$ cat src/pidat_pkg.sv
// shared types and constants for the pid altitude throttle block
// no dependencies
package pidat_pkg;

  localparam int FRAC_BITS = 16;
  localparam int GAIN_W    = 16;
  localparam int GAIN_FRAC = 8;
  localparam int DATA_W    = 32;
  localparam int ERR_W     = 33;
  localparam int DIFF_W    = 34;
  localparam int QUO_W     = 34;
  localparam int INTEG_W   = 48;
  localparam int MULX_W    = 48;
  localparam int PROD_W    = 64;
  localparam int SUM_W     = 58;
  localparam int ADDR_W    = 5;

  localparam logic [DATA_W-1:0] TARGET_RESET = DATA_W'(2) << FRAC_BITS;
  localparam logic [GAIN_W-1:0] KP_RESET     = GAIN_W'(256);
  localparam logic [GAIN_W-1:0] KI_RESET     = GAIN_W'(0);
  localparam logic [GAIN_W-1:0] KD_RESET     = GAIN_W'(128);
  localparam logic [DATA_W-1:0] HOVER_RESET  = DATA_W'(0);

  typedef enum logic [2:0] {
    REG_TARGET = 3'd0,
    REG_KP     = 3'd1,
    REG_KI     = 3'd2,
    REG_KD     = 3'd3,
    REG_HOVER  = 3'd4
  } reg_idx_t;

  typedef logic [GAIN_W-1:0]        gain_t;
  typedef logic signed [MULX_W-1:0] mul_x_t;
  typedef logic signed [PROD_W-1:0] prod_t;

  typedef struct packed {
    logic signed [DATA_W-1:0] target_height;
    gain_t                    gain_proportional;
    gain_t                    gain_integral;
    gain_t                    gain_derivative;
    logic signed [DATA_W-1:0] hover_throttle;
  } cfg_t;

  typedef struct packed {
    logic signed [DATA_W-1:0] measured_height;
    logic [GAIN_W-1:0]        step_ms;
  } in_t;

  typedef struct packed {
    logic signed [DATA_W-1:0] throttle;
    logic                     saturated;
  } out_t;

endpackage

$ cat src/pidat_regs.sv
// apb-style configuration registers for the pid altitude throttle block
// depends on pidat_pkg
module pidat_regs (
  input  logic                          clk,
  input  logic                          rst_n,
  input  logic                          psel,
  input  logic                          penable,
  input  logic                          pwrite,
  input  logic [pidat_pkg::ADDR_W-1:0]  paddr,
  input  logic [pidat_pkg::DATA_W-1:0]  pwdata,
  output logic [pidat_pkg::DATA_W-1:0]  prdata,
  output logic                          pready,
  output pidat_pkg::cfg_t               cfg
);
  import pidat_pkg::*;

  cfg_t     cfg_r;
  cfg_t     cfg_nxt;
  reg_idx_t idx;
  logic     wr_en;

  assign idx    = reg_idx_t'(paddr[ADDR_W-1:2]);
  assign wr_en  = psel & penable & pwrite;
  assign pready = 1'b1;
  assign cfg    = cfg_r;

  always_comb begin
    cfg_nxt = cfg_r;
    if (wr_en) begin
      case (idx)
        REG_TARGET: cfg_nxt.target_height     = pwdata;
        REG_KP:     cfg_nxt.gain_proportional = pwdata[GAIN_W-1:0];
        REG_KI:     cfg_nxt.gain_integral     = pwdata[GAIN_W-1:0];
        REG_KD:     cfg_nxt.gain_derivative   = pwdata[GAIN_W-1:0];
        REG_HOVER:  cfg_nxt.hover_throttle    = pwdata;
        default:    cfg_nxt = cfg_r;
      endcase
    end
  end

  always_comb begin
    case (idx)
      REG_TARGET: prdata = cfg_r.target_height;
      REG_KP:     prdata = {{(DATA_W-GAIN_W){1'b0}}, cfg_r.gain_proportional};
      REG_KI:     prdata = {{(DATA_W-GAIN_W){1'b0}}, cfg_r.gain_integral};
      REG_KD:     prdata = {{(DATA_W-GAIN_W){1'b0}}, cfg_r.gain_derivative};
      REG_HOVER:  prdata = cfg_r.hover_throttle;
      default:    prdata = '0;
    endcase
  end

  always_ff @(posedge clk) begin
    if (!rst_n) begin
      cfg_r.target_height     <= TARGET_RESET;
      cfg_r.gain_proportional <= KP_RESET;
      cfg_r.gain_integral     <= KI_RESET;
      cfg_r.gain_derivative   <= KD_RESET;
      cfg_r.hover_throttle    <= HOVER_RESET;
    end else begin
      cfg_r <= cfg_nxt;
    end
  end

endmodule

$ cat src/pidat_mul.sv
// bit-serial multiplier: signed multiplicand times unsigned 16-bit gain, one gain bit per cycle
// depends on pidat_pkg
module pidat_mul (
  input  logic              clk,
  input  logic              rst_n,
  input  logic              start,
  input  pidat_pkg::mul_x_t x,
  input  pidat_pkg::gain_t  m,
  output logic              busy,
  output pidat_pkg::prod_t  prod
);
  import pidat_pkg::*;

  localparam int CNT_W = $clog2(GAIN_W);

  mul_x_t           x_r;
  gain_t            m_r;
  prod_t            acc_r;
  logic [CNT_W-1:0] cnt_r;
  logic             busy_r;
  prod_t            addend;

  assign addend = m_r[GAIN_W-1] ? {{(PROD_W-MULX_W){x_r[MULX_W-1]}}, x_r} : '0;
  assign busy   = busy_r;
  assign prod   = acc_r;

  always_ff @(posedge clk) begin
    if (!rst_n) begin
      busy_r <= 1'b0;
      cnt_r  <= '0;
    end else if (start) begin
      busy_r <= 1'b1;
      cnt_r  <= CNT_W'(GAIN_W - 1);
    end else if (busy_r) begin
      cnt_r <= cnt_r - CNT_W'(1);
      if (cnt_r == '0) begin
        busy_r <= 1'b0;
      end
    end
  end

  always_ff @(posedge clk) begin
    if (start) begin
      x_r   <= x;
      m_r   <= m;
      acc_r <= '0;
    end else if (busy_r) begin
      acc_r <= (acc_r <<< 1) + addend;
      m_r   <= m_r << 1;
    end
  end

endmodule

$ cat src/pidat_div.sv
// bit-serial restoring divider: 34-bit magnitude by 16-bit divisor, one quotient bit per cycle
// depends on pidat_pkg
module pidat_div (
  input  logic                         clk,
  input  logic                         rst_n,
  input  logic                         start,
  input  logic [pidat_pkg::QUO_W-1:0]  dividend,
  input  pidat_pkg::gain_t             divisor,
  output logic                         busy,
  output logic [pidat_pkg::QUO_W-1:0]  quotient
);
  import pidat_pkg::*;

  localparam int CNT_W = $clog2(QUO_W);

  logic [QUO_W-1:0]  q_r;
  logic [GAIN_W-1:0] rem_r;
  gain_t             d_r;
  logic [CNT_W-1:0]  cnt_r;
  logic              busy_r;
  logic [GAIN_W:0]   trial;
  logic [GAIN_W:0]   trial_sub;
  logic              ge;

  assign trial     = {rem_r, q_r[QUO_W-1]};
  assign trial_sub = trial - {1'b0, d_r};
  assign ge        = trial >= {1'b0, d_r};
  assign busy      = busy_r;
  assign quotient  = q_r;

  always_ff @(posedge clk) begin
    if (!rst_n) begin
      busy_r <= 1'b0;
      cnt_r  <= '0;
    end else if (start) begin
      busy_r <= 1'b1;
      cnt_r  <= CNT_W'(QUO_W - 1);
    end else if (busy_r) begin
      cnt_r <= cnt_r - CNT_W'(1);
      if (cnt_r == '0) begin
        busy_r <= 1'b0;
      end
    end
  end

  always_ff @(posedge clk) begin
    if (start) begin
      q_r   <= dividend;
      rem_r <= '0;
      d_r   <= divisor;
    end else if (busy_r) begin
      q_r   <= {q_r[QUO_W-2:0], ge};
      rem_r <= ge ? trial_sub[GAIN_W-1:0] : trial[GAIN_W-1:0];
    end
  end

endmodule

$ cat src/pid_altitude_throttle_top.sv
// pid altitude throttle controller with feedforward, top level and sequencer
// depends on pidat_pkg, pidat_regs, pidat_mul, pidat_div
//
// usage:
//   input channel (in_valid/in_ready/in_data) takes one transaction per control
//   step: measured height (signed q16.16) and elapsed time in ms.
//   output channel (out_valid/out_ready/out_data) returns one transaction per
//   input: the saturated throttle and a flag set when the throttle or the
//   integral clipped.
//   the apb-style port sets target height, three q8.8 gains and hover throttle;
//   registers sit at byte addresses 0, 4, 8, 12, 16.
// sequencing:
//   one item is in work at a time, so a new input is taken only when the
//   sequencer is back in idle. the shared bit-serial multiplier runs four
//   products in turn; the bit-serial divider for the derivative runs
//   alongside it.
// reset:
//   registers return to their defaults, integral and previous error clear.
// stall:
//   a finished result waits in the output register; the next item is accepted
//   and worked on, and holds its result until the output register is free.
module pid_altitude_throttle_top (
  input  logic                          clk,
  input  logic                          rst_n,
  input  logic                          in_valid,
  output logic                          in_ready,
  input  pidat_pkg::in_t                in_data,
  output logic                          out_valid,
  input  logic                          out_ready,
  output pidat_pkg::out_t               out_data,
  input  logic                          psel,
  input  logic                          penable,
  input  logic                          pwrite,
  input  logic [pidat_pkg::ADDR_W-1:0]  paddr,
  input  logic [pidat_pkg::DATA_W-1:0]  pwdata,
  output logic [pidat_pkg::DATA_W-1:0]  prdata,
  output logic                          pready
);
  import pidat_pkg::*;

  localparam int IS_W = INTEG_W + 2;

  typedef enum logic [6:0] {
    S_IDLE  = 7'b0000001,
    S_START = 7'b0000010,
    S_M_DT  = 7'b0000100,
    S_M_P   = 7'b0001000,
    S_M_I   = 7'b0010000,
    S_M_D   = 7'b0100000,
    S_FIN   = 7'b1000000
  } state_t;

  cfg_t   cfg;
  state_t state_r, state_nxt;

  logic signed [ERR_W-1:0]   err_r, err_nxt;
  logic signed [ERR_W-1:0]   prev_r, prev_nxt;
  logic signed [DIFF_W-1:0]  diff_r, diff_nxt;
  gain_t                     dt_r, dt_nxt;
  logic signed [INTEG_W-1:0] integ_r, integ_nxt;
  logic signed [SUM_W-1:0]   sum_r, sum_nxt;
  logic                      clip_r, clip_nxt;
  logic                      out_valid_r, out_valid_nxt;
  out_t                      out_r, out_nxt;

  logic                      mul_start, mul_busy;
  mul_x_t                    mul_x;
  gain_t                     mul_m;
  prod_t                     mul_prod;
  logic                      div_start, div_busy;
  logic [QUO_W-1:0]          div_q;
  logic [DIFF_W-1:0]         diff_mag;
  logic signed [DIFF_W-1:0]  deriv;
  logic signed [IS_W-1:0]    integ_sum;
  logic signed [SUM_W-1:0]   prod_scaled;
  logic                      out_free;

  pidat_regs u_regs (
    .clk     (clk),
    .rst_n   (rst_n),
    .psel    (psel),
    .penable (penable),
    .pwrite  (pwrite),
    .paddr   (paddr),
    .pwdata  (pwdata),
    .prdata  (prdata),
    .pready  (pready),
    .cfg     (cfg)
  );

  pidat_mul u_mul (
    .clk   (clk),
    .rst_n (rst_n),
    .start (mul_start),
    .x     (mul_x),
    .m     (mul_m),
    .busy  (mul_busy),
    .prod  (mul_prod)
  );

  pidat_div u_div (
    .clk      (clk),
    .rst_n    (rst_n),
    .start    (div_start),
    .dividend (diff_mag[QUO_W-1:0]),
    .divisor  (dt_r),
    .busy     (div_busy),
    .quotient (div_q)
  );

  assign diff_mag    = diff_r[DIFF_W-1] ? -diff_r : diff_r;
  assign deriv       = (dt_r == '0) ? '0
                     : (diff_r[DIFF_W-1] ? -div_q : div_q);
  assign integ_sum   = {{2{integ_r[INTEG_W-1]}}, integ_r} + mul_prod[IS_W-1:0];
  assign prod_scaled = {{(SUM_W-PROD_W+GAIN_FRAC){mul_prod[PROD_W-1]}},
                        mul_prod[PROD_W-1:GAIN_FRAC]};
  assign out_free    = !out_valid_r || out_ready;

  assign in_ready  = (state_r == S_IDLE);
  assign out_valid = out_valid_r;
  assign out_data  = out_r;

  always_comb begin
    state_nxt     = state_r;
    err_nxt       = err_r;
    prev_nxt      = prev_r;
    diff_nxt      = diff_r;
    dt_nxt        = dt_r;
    integ_nxt     = integ_r;
    sum_nxt       = sum_r;
    clip_nxt      = clip_r;
    out_nxt       = out_r;
    out_valid_nxt = out_valid_r && !out_ready;
    mul_start     = 1'b0;
    mul_x         = {{(MULX_W-ERR_W){err_r[ERR_W-1]}}, err_r};
    mul_m         = dt_r;
    div_start     = 1'b0;
    case (state_r)
      S_IDLE: begin
        if (in_valid) begin
          err_nxt   = {cfg.target_height[DATA_W-1], cfg.target_height}
                    - {in_data.measured_height[DATA_W-1], in_data.measured_height};
          diff_nxt  = {err_nxt[ERR_W-1], err_nxt} - {prev_r[ERR_W-1], prev_r};
          prev_nxt  = err_nxt;
          dt_nxt    = in_data.step_ms;
          sum_nxt   = {{(SUM_W-DATA_W){cfg.hover_throttle[DATA_W-1]}}, cfg.hover_throttle};
          clip_nxt  = 1'b0;
          state_nxt = S_START;
        end
      end
      S_START: begin
        mul_start = 1'b1;
        div_start = 1'b1;
        state_nxt = S_M_DT;
      end
      S_M_DT: begin
        if (!mul_busy) begin
          if (dt_r != '0) begin
            if (integ_sum[IS_W-1:INTEG_W-1] != '0 && integ_sum[IS_W-1:INTEG_W-1] != '1) begin
              clip_nxt  = 1'b1;
              integ_nxt = integ_sum[IS_W-1] ? {1'b1, {(INTEG_W-1){1'b0}}}
                                            : {1'b0, {(INTEG_W-1){1'b1}}};
            end else begin
              integ_nxt = integ_sum[INTEG_W-1:0];
            end
          end
          mul_start = 1'b1;
          mul_m     = cfg.gain_proportional;
          state_nxt = S_M_P;
        end
      end
      S_M_P: begin
        if (!mul_busy) begin
          sum_nxt   = sum_r + prod_scaled;
          mul_start = 1'b1;
          mul_x     = integ_r;
          mul_m     = cfg.gain_integral;
          state_nxt = S_M_I;
        end
      end
      S_M_I: begin
        if (!mul_busy && !div_busy) begin
          sum_nxt   = sum_r + prod_scaled;
          mul_start = 1'b1;
          mul_x     = {{(MULX_W-DIFF_W){deriv[DIFF_W-1]}}, deriv};
          mul_m     = cfg.gain_derivative;
          state_nxt = S_M_D;
        end
      end
      S_M_D: begin
        if (!mul_busy) begin
          sum_nxt   = sum_r + prod_scaled;
          state_nxt = S_FIN;
        end
      end
      S_FIN: begin
        if (out_free) begin
          if (sum_r[SUM_W-1:DATA_W-1] != '0 && sum_r[SUM_W-1:DATA_W-1] != '1) begin
            out_nxt.throttle  = sum_r[SUM_W-1] ? {1'b1, {(DATA_W-1){1'b0}}}
                                               : {1'b0, {(DATA_W-1){1'b1}}};
            out_nxt.saturated = 1'b1;
          end else begin
            out_nxt.throttle  = sum_r[DATA_W-1:0];
            out_nxt.saturated = clip_r;
          end
          out_valid_nxt = 1'b1;
          state_nxt     = S_IDLE;
        end
      end
      default: begin
        state_nxt = S_IDLE;
      end
    endcase
  end

  always_ff @(posedge clk) begin
    if (!rst_n) begin
      state_r     <= S_IDLE;
      out_valid_r <= 1'b0;
      integ_r     <= '0;
      prev_r      <= '0;
    end else begin
      state_r     <= state_nxt;
      out_valid_r <= out_valid_nxt;
      integ_r     <= integ_nxt;
      prev_r      <= prev_nxt;
    end
  end

  always_ff @(posedge clk) begin
    err_r  <= err_nxt;
    diff_r <= diff_nxt;
    dt_r   <= dt_nxt;
    sum_r  <= sum_nxt;
    clip_r <= clip_nxt;
    out_r  <= out_nxt;
  end

endmodule

$ cat config.mk
export PLATFORM = sky130hd
export DESIGN_NAME = pid_altitude_throttle_top
export DESIGN_NICKNAME = d
export VERILOG_FILES = /design/src/pidat_pkg.sv /design/src/pidat_regs.sv /design/src/pidat_mul.sv /design/src/pidat_div.sv /design/src/pid_altitude_throttle_top.sv
export SDC_FILE = /design/constraint.sdc
export NUM_CORES = 2
export LEC_CHECK = 0
export BUFFER_PORTS_ARGS = -buffer_cell sky130_fd_sc_hd__buf_2
export CAP_MARGIN = 15
export CORE_ASPECT_RATIO = 2
export CORE_UTILIZATION = 50
export DETAILED_ROUTE_END_ITERATION = 7
export MAX_ROUTING_LAYER = met4
export PLACE_DENSITY = 0.67
export SLEW_MARGIN = 20
export SYNTH_ARGS = -nofsm -noshare
export SYNTH_HDL_FRONTEND = slang
export SYNTH_SLANG_ARGS = --single-unit
$ cat constraint.sdc
create_clock -name clk -period 6.3 [get_ports clk]
set_input_delay 1.26 -clock clk [delete_from_list [all_inputs] [get_ports clk]]
set_output_delay 1.26 -clock clk [all_outputs]
set_load 0.05 [all_outputs]
# After elaboration in Yosys (flattened, before gate mapping)
# Cells that the tools add are included.
[classes] mux=53 n_reduce_logical=34 n_bitwise=4 magnitude_cmp=1 n_addsub=10 n_eq_ne=22
[ops] operator="48-bit two-way mux" n=4
[ops] operator="58-bit two-way mux" n=3
[ops] operator="58-bit one-hot mux with 3 select lines" n=1
[ops] operator="34-bit two-way mux" n=5
[ops] operator="32-bit one-hot mux with 5 select lines" n=1
[ops] operator="16-bit two-way mux" n=6
[ops] operator="48-bit one-hot mux with 2 select lines" n=1
[ops] operator="34-bit negation" n=2
[ops] operator="64-bit adder" n=1
[ops] operator="64-bit two-way mux" n=1
[ops] operator="58-bit by 56-bit adder with 58-bit output" n=1
[ops] operator="50-bit adder" n=1
[ops] operator="7-bit one-hot mux with 7 select lines" n=1
[ops] operator="16-bit one-hot mux with 3 select lines" n=1
[ops] operator="7-bit two-way mux" n=6
[ops] operator="33-bit by 33-bit subtractor with 34-bit output" n=1
[ops] operator="33-bit two-way mux" n=1
[ops] operator="32-bit by 32-bit subtractor with 33-bit output" n=1
[ops] operator="32-bit two-way mux" n=1
[ops] operator="27-bit inequality test (second input constant)" n=1
[ops] operator="27-bit nonzero test" n=1
[ops] operator="2-bit inequality test (second input constant)" n=9
[ops] operator="17-bit by 16-bit greater-or-equal comparator with 1-bit output" n=1
[ops] operator="16-bit logical NOT" n=1
[ops] operator="36 further kinds" n=72
[totals] in_bits=92 register_bits=582 output_inout_bits=68

# Logic depth before layout (Yosys ltp)
[logic_depth] word_depth=7 depth_mapped=25 mapped_depth_nobuf=25

# Modules after synthesis
# From an unflattened synthesis, not the netlist that was laid out.
[hier_totals] hier_cells=4356 area_unflattened_um2=39087.5
[modules_own_cells] mod="pid_altitude_throttle_top" n_inst=1 cells_each=2497 area_each_um2=21349.2
[modules_own_cells] mod="pidat_mul" n_inst=1 cells_each=1003 area_each_um2=8883.5
[modules_own_cells] mod="pidat_regs" n_inst=1 cells_each=494 area_each_um2=4887.2
[modules_own_cells] mod="pidat_div" n_inst=1 cells_each=362 area_each_um2=3967.6

# Worst setup path after synthesis
# No wires, ideal clock.
[synth_path] path_kind="input -> register" startpoint="in in_data[16] in the netlist's numbering" endpoint="reg diff_r[31], data pin" arrival_time_ps=5331 slack_ps=711 stages=24 cell_sequence="ha_1 -> inv_1 -> fa_1 -> a21o_1 -> a21oi_1 -> nor3_1 -> nand2b_1 -> o21ai_0 -> o21ai_0 -> a21o_1 -> a21oi_1 -> xnor2_1 -> ha_1 -> nand2_1 -> nand2b_1 -> a21o_1 -> a21o_1 -> a211oi_1 -> nand2_1 -> a41oi_1 -> a21oi_1 -> a21o_1 -> a21oi_1 -> xnor2_1"
[synth_between] elab_chain_cells=2
[synth_lines] element="start: declaration" line="pid_altitude_throttle_top.sv:27" rtl="input pidat_pkg::in_t in_data,"
[synth_lines] element="32-bit by 32-bit subtractor with 33-bit output" line="pid_altitude_throttle_top.sv:142" rtl="- {in_data.measured_height[DATA_W-1], in_data.measured_height};"
[synth_lines] element="33-bit by 33-bit subtractor with 34-bit output" line="pid_altitude_throttle_top.sv:143" rtl="diff_nxt = {err_nxt[ERR_W-1], err_nxt} - {prev_r[ERR_W-1], prev_r};"
[synth_lines] element="end signal: assignment" line="pid_altitude_throttle_top.sv:232" rtl="diff_r <= diff_nxt;"
[synth_lines] element="end: declaration" line="pid_altitude_throttle_top.sv:58" rtl="logic signed [DIFF_W-1:0] diff_r, diff_nxt;"
# Every way passes these cells.
# A chain may end at the register's enable or synchronous reset.

# Worst setup path after layout
[layout_path] startpoint="in in_data[17] in the netlist's numbering" endpoint="reg diff_r[32], data pin"
# The elaborated chain is that of the path after synthesis.

==> metrics <==
status=finished clean; CTS tree=built; final worst-path cycle share=87.4%; Worst-Margin Slew=1130 ps; share of cells above drive strength 1=8.58%; FF-to-FF path depth=25; Final Cell Area=0.0410 mm2; Max-Cap Viols=0; metal1 wirelength=41800 um; Cell Area, Synth=0.0376 mm2; PwrDens=381 mW/mm2; Die Wd=196 um; top layer in use=met4; most frequent cell on the critical path=a21oi_1; post-CTS setup buffers=0; Leak=16.9 nW; ys async rst share=0%; I/O pins=160; Synth top cells by count=nand2_1, a21oi_1, o21ai_0; Fin. Hold Viols=0; CTS root buffer=clkbuf_16; HP Class=flip-flop to flip-flop; DR WL met3=6280 um; grt total ovfl=0; syn_nets=4663; Distinct cells, synth=89; Port Buf Inserts=156; hold path start=prev_r[12]$_SDFFE_PN0P_; Hold Path Cell Cnt=2; Critical Path Stages=23; critical path class=input port to flip-flop; clk sinks=582; vias per inst=6.13; # DRC=0; Fin Hold WS=455 ps; Area after DPL=0.0391 mm2; CP Launch Type=input port; Layout area overhead=9.10%; RSZ-0062 raised after global routing=no; RR Startpoint=u_regs.cfg[80]$_SDFFE_PN0P_; Primary FF master, synth=dfxtp_1; Cells after Synth=4311; Bufs and invs on worst path=2; Setup Skew=60.2 ps; met2 WL post-DR=64900 um; Yosys warning count=0; DP HPWL=95500 um; Slew headroom=24.5%; Overall Global Routing Usage=33.5%; Die Footprint=0.0764 mm2; Yosys top cell area share=23.1%; WP data required=6690 ps; vias=32700; ranking of synthesized cells by area=edfxtp_1, dfxtp_1, ha_1; CP max stage cell=a41oi_1; synthesis-stage register bit count=582; Clk Latency, worst-skew pair=670 ps; post-synthesis sequential area ratio=38.7%; clk slew on worst S/H paths=70 ps; vias in the first global route=32500; Mean Syn Cell Area=8.72 um2; pin count of the biggest net entering global routing=103; Row Count=141; antenna violations before repair=16; drt pass-1 iters=6; CORE AREA=0.0741 mm2; Tot Pwr=15.6 mW; post-synth top area cell=edfxtp_1; total CTS buffers=55; Final #Nets=4698; Min-Delay Endpoint=prev_r[12]$_SDFFE_PN0P_; CP Max Fanout=5; Max Buffers Root-to-Sink=3; crit end category=flip-flop; Crit path max-delay family=compound AO/OA/AOI/OAI gates; Initial Util=50.7%; VDD IR-drop max=250 uV; Fillers=6926; Final Wtd Congestion=1.05; fmax=182 MHz; CP Data Arrival Time=5900 ps; number of flops mapped to enable cells by yosys=289; Final Max Slew Viols=0; Reg-to-Reg End=diff_r[31]$_DFFE_PP_; setup_tns=0 ps; Routed WL=125000 um; DR WL/cell=23.5 um; Chip Height=390 um; H-tree levels=2; top-count cell post-synth=nand2_1; # hold bufs at CTS=0; Max stage delay on crit path=350 ps; CTS resizes=0; global-route wire length before repair=189000 um; r2r setup slk=1100 ps; first-iteration detailed-routing DRC count=2094; crit-path cells=buf_2 -> inv_1 -> ha_1 -> nor2b_1 -> o31ai_1 -> a21oi_1 -> o211ai_1 -> a21boi_0 -> o21ai_0 -> nand2b_1 -> a21oi_1 -> xnor2_1 -> ha_1 -> a211oi_1 -> nand2_1 -> o22ai_1 -> a21oi_1 -> a41oi_1 -> a211oi_1 -> a41oi_1 -> o221ai_1 -> o41ai_1 -> xnor2_1; minimum clock period=5510 ps; Antenna Nets Post-Route=0; Setup violations, final=0
## cells in the final DEF (no fill, tap or decap), types with 14 or more instances in the layout
| master | instances |
|---|---|
| o21bai_1 | 43 |
| a31oi_1 | 46 |
| o221a_1 | 41 |
| nor4_1 | 26 |
| nor3_1 | 52 |
| mux2i_1 | 64 |
| nand2_1 | 568 |
| or3_1 | 30 |
| ha_1 | 254 |
| nor2b_1 | 37 |
| a222oi_1 | 16 |
| xor2_1 | 150 |
| and3_1 | 28 |
| or2_2 | 14 |
| a22oi_1 | 63 |
| o21a_1 | 20 |
| nand3_1 | 57 |
| edfxtp_1 | 289 |
| o211ai_1 | 23 |
| inv_1 | 191 |
| mux2_2 | 18 |
| clkinv_2 | 14 |
| buf_4 | 49 |
| and2_1 | 65 |
| o22ai_1 | 23 |
| o31ai_1 | 29 |
| o41ai_1 | 16 |
| a21boi_0 | 14 |
| xnor2_1 | 136 |
| a21o_1 | 178 |
| nand4_1 | 51 |
| nand2b_1 | 41 |
| a21oi_1 | 410 |
| nor2_1 | 277 |
| a211oi_1 | 21 |
| buf_2 | 156 |
| dfxtp_1 | 292 |
| clkbuf_16 | 55 |
| o21ai_0 | 315 |
## layout make-up
| cell class | count | area (um2) | share of cell area [%] |
|---|---|---|---|
| timing repair buffer | 208 | 1210 | 2.95 |
| antenna | 11 | 27.5 | 0.0671 |
| multi-input combinational | 3305 | 21500 | 52.4 |
| clock inverter | 32 | 325 | 0.793 |
| clock buffer | 72 | 1510 | 3.68 |
| sequential | 582 | 14500 | 35.5 |
| inverter | 194 | 736 | 1.79 |
| tap | 929 | 1160 | 2.83 |
## per-stage QoR
| step | util (%) | setup WS, ps | std cells |
|---|---|---|---|
| after detailed placement | 52.8 | 145 | 5217 |
| after global routing | 55.4 | 296 | 5333 |
| final | 55.4 | 792 | 5333 |
| after CTS | 55.3 | 801 | 5321 |
| after floorplan | - | 711 | 4311 |
| after global placement | 52.8 | 76.4 | 5217 |
## power by group
part,internal [mW],switching (mW)
combinational,2.40,3.92
clock,1.87,1.60
sequential,4.94,0.890
## worst reg2reg max path: stages (launching register included)
cell      delay, ps
dfxtp_1         320
inv_1            70
ha_1            150
inv_1            50
fa_1            390
a21o_1          170
a21oi_1         250
nor3_1           90
nand2b_1        200
o21ai_0         290
o21ai_0         200
a21o_1          210
a21oi_1         170
xnor2_1         200
ha_1            360
nand2_1         120
nand2b_1         80
a21o_1          180
a21o_1          170
a211oi_1        220
nand2_1         130
a41oi_1         280
a21oi_1         160
a21o_1          200
a21oi_1         180
xnor2_1          80
## worst max path at each step
stage	start	end	slack, ps
CTS	in_data[16]	diff_r[31]$_DFFE_PP_	800
floorplan	in_data[16]	diff_r[31]$_DFFE_PP_	710
global placement	in_data[16]	diff_r[31]$_DFFE_PP_	80
global route	in_data[17]	diff_r[32]$_DFFE_PP_	300
finish	in_data[17]	diff_r[32]$_DFFE_PP_	790
detailed placement	in_data[16]	diff_r[31]$_DFFE_PP_	140
## flip-flops by register name (all words and copies together) (netlist names), 33 cells and up
name            flops
u_mul.x_r          48
u_regs.cfg        112
u_div.quotient     34
out_data           33
sum_r              58
integ_r            48
err_r              33
u_mul.prod         64
prev_r             33
diff_r             34
## per-layer routing
metal	vias up	global-route usage, %
met5	-	-
met4	0	27.5
met3	389	4.54
met2	982	60.5
met1	15500	31.3
li1	15800	-
## logic make-up (layout without fill, tap and decap cells)
kind of cell	after synthesis	count (layout)	share of synthesized area [%]
buffers and inverters	424	506	4.39
adders and majority gates	260	260	8.77
other	1	12	0.00997
AOI/OAI and AO/OA	1366	1366	23.1
muxes	82	82	2.24
DFF	582	582	38.7
xor gates and xnor gates	286	286	6.66
and+or+nand+nor	1310	1310	16.1
No activity file was read; power rests on OpenSTA's default activity.
